File: src/rtl/core/ppc_integer_add_or_unit_defines.svh
// Assertion helpers for the integer add/or unit.
// Both forms sample on the rising clock edge and stand down while reset is low.
`ifndef PPC_INTEGER_ADD_OR_UNIT_DEFINES_SVH
`define PPC_INTEGER_ADD_OR_UNIT_DEFINES_SVH

`ifndef SYNTH
// Same-cycle implication.
`define PPCALU_ASSERT_NOW(lbl, clk, rstn, ante, cons) \
    lbl: assert property (@(posedge clk) disable iff (!rstn) (ante) |-> (cons)) \
        else $error("ppcalu check failed");
// Next-cycle implication.
`define PPCALU_ASSERT_NEXT(lbl, clk, rstn, ante, cons) \
    lbl: assert property (@(posedge clk) disable iff (!rstn) (ante) |=> (cons)) \
        else $error("ppcalu check failed");
`else
`define PPCALU_ASSERT_NOW(lbl, clk, rstn, ante, cons)
`define PPCALU_ASSERT_NEXT(lbl, clk, rstn, ante, cons)
`endif

`endif

File: src/rtl/core/ppcalu_pkg.sv
package ppcalu_pkg;

    localparam int IDX_W  = 5;
    localparam int DATA_W = 32;
    localparam int IMM_W  = 16;
    localparam int CR_W   = 4;

    typedef enum logic [1:0] {
        OP_ADDI  = 2'd0,
        OP_ADDIS = 2'd1,
        OP_ADD   = 2'd2,
        OP_ORI   = 2'd3
    } t_op;

    // CR0 field encodings
    localparam logic [CR_W-1:0] CR_NEG  = 4'h1;
    localparam logic [CR_W-1:0] CR_POS  = 4'h2;
    localparam logic [CR_W-1:0] CR_ZERO = 4'h4;
    localparam logic [CR_W-1:0] CR_SO   = 4'h8;

    typedef struct packed {
        t_op              operation;
        logic [IDX_W-1:0] target_reg;
        logic [IDX_W-1:0] source_a_reg;
        logic [IDX_W-1:0] source_b_reg;
        logic [IMM_W-1:0] immediate;
        logic             record_overflow;
        logic             record_cr0;
    } t_req;

    typedef struct packed {
        logic [IDX_W-1:0]  dest_reg;
        logic [DATA_W-1:0] written_value;
        logic [CR_W-1:0]   cr0_field;
        logic              overflow_flag;
        logic              summary_overflow;
    } t_rsp;

    // architected condition state
    typedef struct packed {
        logic [CR_W-1:0] cr0;
        logic            ov;
        logic            so;
    } t_flags;

    // register file write port
    typedef struct packed {
        logic              en;
        logic [IDX_W-1:0]  idx;
        logic [DATA_W-1:0] value;
    } t_wr;

endpackage

File: src/rtl/core/ppcalu_req_if.sv
interface ppcalu_req_if;
    logic               valid;
    logic               ready;
    ppcalu_pkg::t_req   data;

    modport source (output valid, output data, input ready);
    modport sink   (input valid, input data, output ready);
endinterface

File: src/rtl/core/ppcalu_rsp_if.sv
interface ppcalu_rsp_if;
    logic               valid;
    logic               ready;
    ppcalu_pkg::t_rsp   data;

    modport source (output valid, output data, input ready);
    modport sink   (input valid, input data, output ready);
endinterface

File: src/rtl/core/ppcalu_regfile.sv
module ppcalu_regfile #(
    parameter int REG_COUNT = 32
) (
    input  logic                                i_clk,
    input  logic                                i_rst_n,
    input  logic                                i_rd_en,
    input  logic [ppcalu_pkg::IDX_W-1:0]        i_rd_addr_a,
    input  logic [ppcalu_pkg::IDX_W-1:0]        i_rd_addr_b,
    input  ppcalu_pkg::t_wr                     i_wr,
    output logic [ppcalu_pkg::DATA_W-1:0]       o_rd_data_a,
    output logic [ppcalu_pkg::DATA_W-1:0]       o_rd_data_b
);

    localparam int AW = $clog2(REG_COUNT);
    localparam logic [ppcalu_pkg::IDX_W:0] DEPTH = (ppcalu_pkg::IDX_W + 1)'(REG_COUNT);

    logic [ppcalu_pkg::DATA_W-1:0] r_mem [REG_COUNT];
    logic [REG_COUNT-1:0]          r_vld;
    logic [ppcalu_pkg::DATA_W-1:0] r_data_a;
    logic [ppcalu_pkg::DATA_W-1:0] r_data_b;
    logic [ppcalu_pkg::DATA_W-1:0] r_fwd_value;
    logic                          r_hit_a;
    logic                          r_hit_b;
    logic                          r_fwd_a;
    logic                          r_fwd_b;

    logic s_a_in;
    logic s_b_in;
    logic s_wr_in;
    logic s_wr_do;

    // indices beyond the file read as zero and drop writes
    assign s_a_in  = {1'b0, i_rd_addr_a} < DEPTH;
    assign s_b_in  = {1'b0, i_rd_addr_b} < DEPTH;
    assign s_wr_in = {1'b0, i_wr.idx} < DEPTH;
    assign s_wr_do = i_wr.en && s_wr_in;

    // storage: one write, two registered reads
    always_ff @(posedge i_clk) begin
        if (s_wr_do) begin
            r_mem[i_wr.idx[AW-1:0]] <= i_wr.value;
        end
        if (i_rd_en) begin
            if (s_a_in) begin
                r_data_a <= r_mem[i_rd_addr_a[AW-1:0]];
            end
            if (s_b_in) begin
                r_data_b <= r_mem[i_rd_addr_b[AW-1:0]];
            end
            r_fwd_value <= i_wr.value;
        end
    end

    // valid bits stand in for the zero reset of the storage
    always_ff @(posedge i_clk) begin
        if (!i_rst_n) begin
            r_vld   <= '0;
            r_hit_a <= 1'b0;
            r_hit_b <= 1'b0;
            r_fwd_a <= 1'b0;
            r_fwd_b <= 1'b0;
        end else begin
            if (s_wr_do) begin
                r_vld[i_wr.idx[AW-1:0]] <= 1'b1;
            end
            if (i_rd_en) begin
                r_hit_a <= s_a_in && r_vld[i_rd_addr_a[AW-1:0]];
                r_hit_b <= s_b_in && r_vld[i_rd_addr_b[AW-1:0]];
                // catch a write landing on the same edge as the read
                r_fwd_a <= s_wr_do && (i_wr.idx == i_rd_addr_a);
                r_fwd_b <= s_wr_do && (i_wr.idx == i_rd_addr_b);
            end
        end
    end

    // select forwarded, stored or zero
    assign o_rd_data_a = r_fwd_a ? r_fwd_value : (r_hit_a ? r_data_a : '0);
    assign o_rd_data_b = r_fwd_b ? r_fwd_value : (r_hit_b ? r_data_b : '0);

endmodule

File: src/rtl/core/ppcalu_exec.sv
module ppcalu_exec (
    input  ppcalu_pkg::t_req                   i_req,
    input  logic [ppcalu_pkg::DATA_W-1:0]      i_opnd_a,
    input  logic [ppcalu_pkg::DATA_W-1:0]      i_opnd_b,
    input  ppcalu_pkg::t_flags                 i_flags,
    output ppcalu_pkg::t_rsp                   o_rsp,
    output ppcalu_pkg::t_flags                 o_flags
);

    logic [ppcalu_pkg::DATA_W-1:0] s_base;
    logic [ppcalu_pkg::DATA_W-1:0] s_addend;
    logic [ppcalu_pkg::DATA_W-1:0] s_sum;
    logic [ppcalu_pkg::DATA_W-1:0] s_value;
    logic [ppcalu_pkg::IDX_W-1:0]  s_dest;
    logic                          s_ovf;
    ppcalu_pkg::t_flags            s_flags;

    // base: register A, or zero for the immediate forms with A of zero
    always_comb begin
        s_base = i_opnd_a;
        if ((i_req.operation == ppcalu_pkg::OP_ADDI ||
             i_req.operation == ppcalu_pkg::OP_ADDIS) &&
            i_req.source_a_reg == '0) begin
            s_base = '0;
        end
    end

    // second operand
    always_comb begin
        case (i_req.operation)
            ppcalu_pkg::OP_ADDI: begin
                s_addend = {{(ppcalu_pkg::DATA_W - ppcalu_pkg::IMM_W){i_req.immediate[15]}},
                            i_req.immediate};
            end
            ppcalu_pkg::OP_ADDIS: begin
                s_addend = {i_req.immediate, {ppcalu_pkg::IMM_W{1'b0}}};
            end
            default: begin
                s_addend = i_opnd_b;
            end
        endcase
    end

    assign s_sum = s_base + s_addend;
    // same-sign operands giving a result of the other sign
    assign s_ovf = ~(i_opnd_a[31] ^ i_opnd_b[31]) & (i_opnd_a[31] ^ s_sum[31]);

    // result and condition update
    always_comb begin
        s_flags = i_flags;
        s_value = s_sum;
        s_dest  = i_req.target_reg;
        case (i_req.operation)
            ppcalu_pkg::OP_ADD: begin
                if (i_req.record_overflow) begin
                    s_flags.ov = s_ovf;
                    s_flags.so = i_flags.so | s_ovf;
                end
                if (i_req.record_cr0) begin
                    if (s_sum[31]) begin
                        s_flags.cr0 = ppcalu_pkg::CR_NEG;
                    end else if (s_sum != '0) begin
                        s_flags.cr0 = ppcalu_pkg::CR_POS;
                    end else begin
                        s_flags.cr0 = ppcalu_pkg::CR_ZERO;
                    end
                    if (s_flags.so) begin
                        s_flags.cr0 = s_flags.cr0 | ppcalu_pkg::CR_SO;
                    end
                end
            end
            ppcalu_pkg::OP_ORI: begin
                s_value = i_opnd_a | {{(ppcalu_pkg::DATA_W - ppcalu_pkg::IMM_W){1'b0}},
                                      i_req.immediate};
                s_dest  = i_req.source_a_reg;
            end
            default: begin
                s_value = s_sum;
            end
        endcase
    end

    assign o_flags                = s_flags;
    assign o_rsp.dest_reg         = s_dest;
    assign o_rsp.written_value    = s_value;
    assign o_rsp.cr0_field        = s_flags.cr0;
    assign o_rsp.overflow_flag    = s_flags.ov;
    assign o_rsp.summary_overflow = s_flags.so;

endmodule

File: src/rtl/core/ppc_integer_add_or_unit.sv
// Integer add/or execute unit with its own general register file.
//
// i_req carries one decoded instruction (addi, addis, add, ori) per request;
// o_rsp returns one result per request: the register written, the value,
// and the CR0, XER OV and XER SO state after the instruction.
// Both channels move a request when valid and ready are high at a clock edge.
//
// Path: an accepted instruction is held in the operand stage, then in the result
// register, which drives o_rsp.valid. Operands are read from the register file at the accepting
// edge; the add/or logic then sits between the operand and result registers.
// Throughput: one instruction per cycle while o_rsp.ready is high. A value
// written by one instruction is forwarded to the one accepted on the same edge,
// so dependent instructions issue back to back.
// Reset: all registers read as zero (per-register valid bits, cleared at once),
// CR0, OV and SO clear, both stages empty. No clearing pass is needed.
// Receiver stall: the result register holds; one more instruction may wait in
// the operand stage, after which i_req.ready falls until o_rsp.ready returns.
`include "ppc_integer_add_or_unit_defines.svh"

module ppc_integer_add_or_unit #(
    parameter int REG_COUNT = 32
) (
    input  logic          i_clk,
    input  logic          i_rst_n,
    ppcalu_req_if.sink    i_req,
    ppcalu_rsp_if.source  o_rsp
);

    logic                 r_s1_valid;
    logic                 n_s1_valid;
    ppcalu_pkg::t_req     r_s1_req;
    logic                 r_out_valid;
    logic                 n_out_valid;
    ppcalu_pkg::t_rsp     r_out_rsp;
    ppcalu_pkg::t_flags   r_flags;
    ppcalu_pkg::t_flags   n_flags;

    logic                              s_out_free;
    logic                              s_s1_adv;
    logic                              s_accept;
    logic [ppcalu_pkg::IDX_W-1:0]      s_rd_addr_a;
    logic [ppcalu_pkg::DATA_W-1:0]     s_opnd_a;
    logic [ppcalu_pkg::DATA_W-1:0]     s_opnd_b;
    ppcalu_pkg::t_rsp                  s_rsp;
    ppcalu_pkg::t_flags                s_flags;
    ppcalu_pkg::t_wr                   s_wr;

    // handshake
    assign s_out_free  = !r_out_valid || o_rsp.ready;
    assign s_s1_adv    = r_s1_valid && s_out_free;
    assign i_req.ready = !r_s1_valid || s_out_free;
    assign s_accept    = i_req.valid && i_req.ready;

    // ori reads its source through the D field
    assign s_rd_addr_a = (i_req.data.operation == ppcalu_pkg::OP_ORI) ?
                         i_req.data.target_reg : i_req.data.source_a_reg;

    // write back as the instruction leaves the operand stage
    assign s_wr.en    = s_s1_adv;
    assign s_wr.idx   = s_rsp.dest_reg;
    assign s_wr.value = s_rsp.written_value;

    ppcalu_regfile #(
        .REG_COUNT (REG_COUNT)
    ) u_regfile (
        .i_clk       (i_clk),
        .i_rst_n     (i_rst_n),
        .i_rd_en     (s_accept),
        .i_rd_addr_a (s_rd_addr_a),
        .i_rd_addr_b (i_req.data.source_b_reg),
        .i_wr        (s_wr),
        .o_rd_data_a (s_opnd_a),
        .o_rd_data_b (s_opnd_b)
    );

    ppcalu_exec u_exec (
        .i_req    (r_s1_req),
        .i_opnd_a (s_opnd_a),
        .i_opnd_b (s_opnd_b),
        .i_flags  (r_flags),
        .o_rsp    (s_rsp),
        .o_flags  (s_flags)
    );

    // next control state
    always_comb begin
        n_s1_valid  = s_accept || (r_s1_valid && !s_s1_adv);
        n_out_valid = s_s1_adv || (r_out_valid && !o_rsp.ready);
        n_flags     = s_s1_adv ? s_flags : r_flags;
    end

    always_ff @(posedge i_clk) begin
        if (!i_rst_n) begin
            r_s1_valid  <= 1'b0;
            r_out_valid <= 1'b0;
            r_flags     <= '0;
        end else begin
            r_s1_valid  <= n_s1_valid;
            r_out_valid <= n_out_valid;
            r_flags     <= n_flags;
        end
    end

    // hold payload until the stage advances
    always_ff @(posedge i_clk) begin
        if (s_accept) begin
            r_s1_req <= i_req.data;
        end
        if (s_s1_adv) begin
            r_out_rsp <= s_rsp;
        end
    end

    assign o_rsp.valid = r_out_valid;
    assign o_rsp.data  = r_out_rsp;

    // checks
    `PPCALU_ASSERT_NEXT(a_so_sticky, i_clk, i_rst_n, r_flags.so, r_flags.so)
    `PPCALU_ASSERT_NOW(a_ov_implies_so, i_clk, i_rst_n, r_flags.ov, r_flags.so)
    `PPCALU_ASSERT_NOW(a_cr0_one_hot, i_clk, i_rst_n, 1'b1, $onehot0(r_flags.cr0[2:0]))
    `PPCALU_ASSERT_NOW(a_full_blocks_input, i_clk, i_rst_n, r_s1_valid && r_out_valid && !o_rsp.ready, !i_req.ready)

endmodule

File: src/flat_wrapper.sv
// flat-port wrapper written by rule: the top's interface ports become plain ports
module ppc_integer_add_or_unit_flat 
#(
    parameter int REG_COUNT = 32
)
  (i_clk, i_rst_n, i_req_valid, i_req_data, i_req_ready, o_rsp_valid, o_rsp_data, o_rsp_ready);
  ppcalu_req_if i_req_i ();
  ppcalu_rsp_if o_rsp_i ();
  input  logic i_clk;
  input  logic i_rst_n;
  input wire logic [$bits(i_req_i.valid)-1:0] i_req_valid;
  input wire logic [$bits(i_req_i.data)-1:0] i_req_data;
  output wire logic [$bits(i_req_i.ready)-1:0] i_req_ready;
  output wire logic [$bits(o_rsp_i.valid)-1:0] o_rsp_valid;
  output wire logic [$bits(o_rsp_i.data)-1:0] o_rsp_data;
  input wire logic [$bits(o_rsp_i.ready)-1:0] o_rsp_ready;
  assign i_req_i.valid = i_req_valid;
  assign i_req_i.data = i_req_data;
  assign i_req_ready = i_req_i.ready;
  assign o_rsp_valid = o_rsp_i.valid;
  assign o_rsp_data = o_rsp_i.data;
  assign o_rsp_i.ready = o_rsp_ready;
  ppc_integer_add_or_unit #(.REG_COUNT(REG_COUNT)) u_core (.i_clk(i_clk), .i_rst_n(i_rst_n), .i_req(i_req_i), .o_rsp(o_rsp_i));
endmodule
File: config.mk
export PLATFORM = sky130hd
export DESIGN_NAME = ppc_integer_add_or_unit_flat
export DESIGN_NICKNAME = d
export VERILOG_FILES = /design/src/rtl/core/ppcalu_pkg.sv /design/src/rtl/core/ppcalu_req_if.sv /design/src/rtl/core/ppcalu_rsp_if.sv /design/src/rtl/core/ppcalu_regfile.sv /design/src/rtl/core/ppcalu_exec.sv /design/src/rtl/core/ppc_integer_add_or_unit.sv /design/src/flat_wrapper.sv
export VERILOG_INCLUDE_DIRS = /design/src /design/src/rtl/core
export SDC_FILE = /design/constraint.sdc
export NUM_CORES = 2
export LEC_CHECK = 0
export BUFFER_PORTS_ARGS = -buffer_cell sky130_fd_sc_hd__buf_2
export CAP_MARGIN = 20
export CORE_MARGIN = 1
export CORE_UTILIZATION = 45
export DETAILED_ROUTE_END_ITERATION = 8
export PLACE_DENSITY_LB_ADDON = 0.2
export SLEW_MARGIN = 20
export SYNTH_ARGS = -nofsm -noshare
export SYNTH_HDL_FRONTEND = slang
export SYNTH_SLANG_ARGS = --single-unit
File: constraint.sdc
create_clock -name i_clk -period 16.6 [get_ports i_clk]
set_input_delay 3.32 -clock i_clk [delete_from_list [all_inputs] [get_ports i_clk]]
set_output_delay 3.32 -clock i_clk [all_outputs]
set_load 0.02 [all_outputs]
==> flow_summary.yaml <==
power:
  powerDensity_nw_per_um2: 114
  p_leak_nw: 21.2
  ir_drop_v: 0.0000807
global_routing:
  grt.overflow.total: 0
  grt_pass1_vias: 35000
  grt_usage: 0.273
  grt_max_degree: 131
  antenna_found_initial: 1
  grt_pass1_wl_mm: 254
clock_network:
  h-tree-depth: 4
  cts.repair.resized: 0
  cts_root_buf: "clkbuf_16"
  clock_path_buffers: 3
  cts_setup_buffers: 0
  clk_pin_slew_ps: 60
  tritoncts: "yes"
  hold_buffers: 0
  cts_buffers: 134
  clk-insertion-delay-late_ps: 760
  cts_sinks: 1237
setup_path:
  setup.worst_path.end_class: "flop"
  cp_data_required_time_ps: 17050
  crit_path_max_fanout: 118
  r2r_slack_ps: 10920
  worst_ep_arrival_time_ps: 8340
  startpoint_type: "input pin"
  max_stage_delay_ps: 930
  critical_path_class: "in2reg"
  crit_end: "u_core.u_regfile.r_data_a[1]"
  cp-startpoint: "i_req_data[33]"
  cp_common_cell: "buf_4"
  crit_slowest_cell: "buf_4"
  r2r_cells: 16
  path_cells: "buf_2 > nand2_1 > mux2i_4 > buf_4 > buf_4 > buf_12 > buf_4 > mux4_2 > nand2_1 > nand3_1 > nand3_1 > o21ai_0"
  r2r_end: "u_core.o_rsp.data[3]"
  r2r-start: "u_core.r_s1_req[23]"
yosys:
  seq_area_frac_synth: 0.635
  async_reset_ff_frac: 0
  synth.area.top_cells: "edfxtp_1, mux4_2, nand2_1"
  synth-edff-count: 1193
  ys_warn_count: 0
  yosys-top-cells-count: "edfxtp_1, mux4_2, nand2_1"
  synth_cell_types: 65
  ys.flop_type: "edfxtp_1"
  synth_fp_nets: 3363
  synth.top_cell.area_share: 0.620
  avgSynthCellArea_um2: 17.5
  ys_ff_latch: 1237
  synth_cells: 3292
  synth_most_common_cell: "edfxtp_1"
  synth_largest_area_cell: "edfxtp_1"
  netlist_area_um2: 57800
drt:
  vias_per_cell: 6.77
  drc: 0
  vias: 34800
  dr.first_iter.drc_count: 4636
  wirelength_mm: 177
  antenna_left: 0
  drt_pass1_iterations: 8
  wl_per_cell_um: 34.4
sta:
  setup_viol: 0
  tns_ps: 0
  rsz0062_at_grt: "false"
  period_share: 0.475
  max_freq_mhz: 127
  slew_violations: 0
  hold_violations: 0
  period_needed_ps: 7890
  worst_pin_slew_ps: 1150
  relSlewSlack: 0.230
  fin_skew_ps: 39.4
floorplanning:
  num_rows: 131
  dieArea_um2: 130000
  start_util: 0.453
  fp.dieW_um: 360
  coreArea_um2: 128000
  fp.dieH_um: 360
  pin_count: 84
final_layout:
  areaGrowthSynthToFinish_pct: 12.7
  antenna_cells: 0
  instances_no_fill: 5136
  drive_above_1_share: 0.316
  final_net_count: 3438
placed_design:
  dp.final_hpwl_mm: 97.7
  dp.cells: 4892
  gp_congestion: 0.932
  portBuffers: 83
run:
  drv_cap: 0
worst_hold_path:
  hold_class: "reg2reg"
run_status:
  status: "completed"
[critical path: cells and delay by family]
family,cells,cell delay (ps)
buf+inv,5,2920
compound gates,1,110
simple gates,4,840
mux,2,740
[registers in the layout (all words and copies together), names as in the netlist]
name,count
u_core.u_regfile.r_fwd_value,32
u_core.u_regfile.r_hit_a,1
u_core.u_regfile.r_mem,1024
u_core.u_regfile.r_fwd_a,1
u_core.u_regfile.r_hit_b,1
u_core.u_regfile.r_fwd_b,1
u_core.u_regfile.r_vld,32
u_core.r_s1_valid,1
u_core.u_regfile.r_data_b,32
u_core.r_flags,6
u_core.o_rsp.valid,1
u_core.u_regfile.r_data_a,32
u_core.r_s1_req,30
u_core.o_rsp.data,43
[logic make-up (layout without fill, tap and decap cells)]
kind of cell,count (synthesis),after routing,share of synthesized area
flops,1237,1237,0.635
simple gates,773,773,0.0575
mux,653,653,0.243
fa+ha+maj,32,32,0.00706
buf+inv,253,435,0.0165
compound gates,313,313,0.0362
xor+xnor,31,31,0.00470
[placed cells by master (no fill, tap or decap), types with 7 or more instances in the layout]
cell	netlist	routed
a22o_1	31	31
nand3_1	177	177
buf_4	0	88
dfxtp_1	44	42
clkinvlp_4	0	7
and2_1	8	7
bufinv_16	0	14
a22oi_1	50	49
o21a_1	10	10
nor2_4	0	32
clkinv_2	0	23
a21oi_2	0	12
xor2_1	13	13
clkbuf_1	160	27
clkinv_1	0	15
buf_2	5	79
mux4_2	594	594
mux2_2	36	34
edfxtp_1	1193	1193
nand4_1	9	9
nor3_1	10	9
clkbuf_16	0	136
nor2b_1	14	11
o211ai_1	8	8
a21oi_1	69	54
mux2i_4	0	7
a211oi_1	21	21
mux2i_1	23	12
xnor2_1	18	18
nand2_1	342	341
o21ai_0	64	58
a31oi_1	8	8
inv_6	0	8
a21o_1	16	16
nor2_1	187	155
ha_1	31	31
inv_1	16	14
[power breakdown]
part	leakage (nW)	total, mW	switching [mW]	internal, mW
sequential	11.3	3.61	0.0346	3.58
combinational	7.76	0.797	0.508	0.289
clock	2.14	2.99	1.24	1.75
total	21.2	7.40	1.78	5.62
[area by class of cell]
type                            instances  area, um2
Fill cell                           10200      62400
Sequential cell                      1237      36700
Multi-Input combinational cell       1802      20600
Clock buffer                          168       3570
Tap cell                             1662       2080
Timing Repair Buffer                  176       1220
Clock inverter                         75        815
Inverter                               16       65.1
[routing by layer]
| layer | GRT usage | share of wire |
|---|---|---|
| met5 | 0 | 0 |
| met4 | 0.0944 | 0.034 |
| met3 | 0.0501 | 0.097 |
| met2 | 0.428 | 0.47 |
| met1 | 0.386 | 0.40 |
[worst min path at each step]
stage | from | endpoint | slack [ps] | cells after the start
finish | u_core.r_flags[3] | u_core.r_flags[3] | 460 | 2
floorplan | u_core.r_flags[3] | u_core.r_flags[3] | 430 | 2
global route | u_core.r_flags[3] | u_core.r_flags[3] | 480 | 2
detailed placement | u_core.r_flags[3] | u_core.r_flags[3] | 450 | 2
CTS | u_core.r_flags[3] | u_core.r_flags[3] | 460 | 2
global placement | u_core.r_flags[3] | u_core.r_flags[3] | 440 | 2
[stage by stage]
stage / setup slack (ps) / cell area [um2] / utilization / hold slack, ps / power (mW)
3_3_place_gp: 8190 / 60600 / 0.475 / 439 / 4.45
4_1_cts: 8890 / 65000 / 0.510 / 463 / 7.44
3_5_place_dp: 8110 / 60600 / 0.476 / 454 / 4.47
6_report: 8710 / 65100 / 0.511 / 462 / 7.40
2_1_floorplan: 9230 / 57800 / - / 430 / 4.18
5_1_grt: 8590 / 65100 / 0.511 / 480 / 7.60
Note: power is estimated with default switching activity, not from simulation.
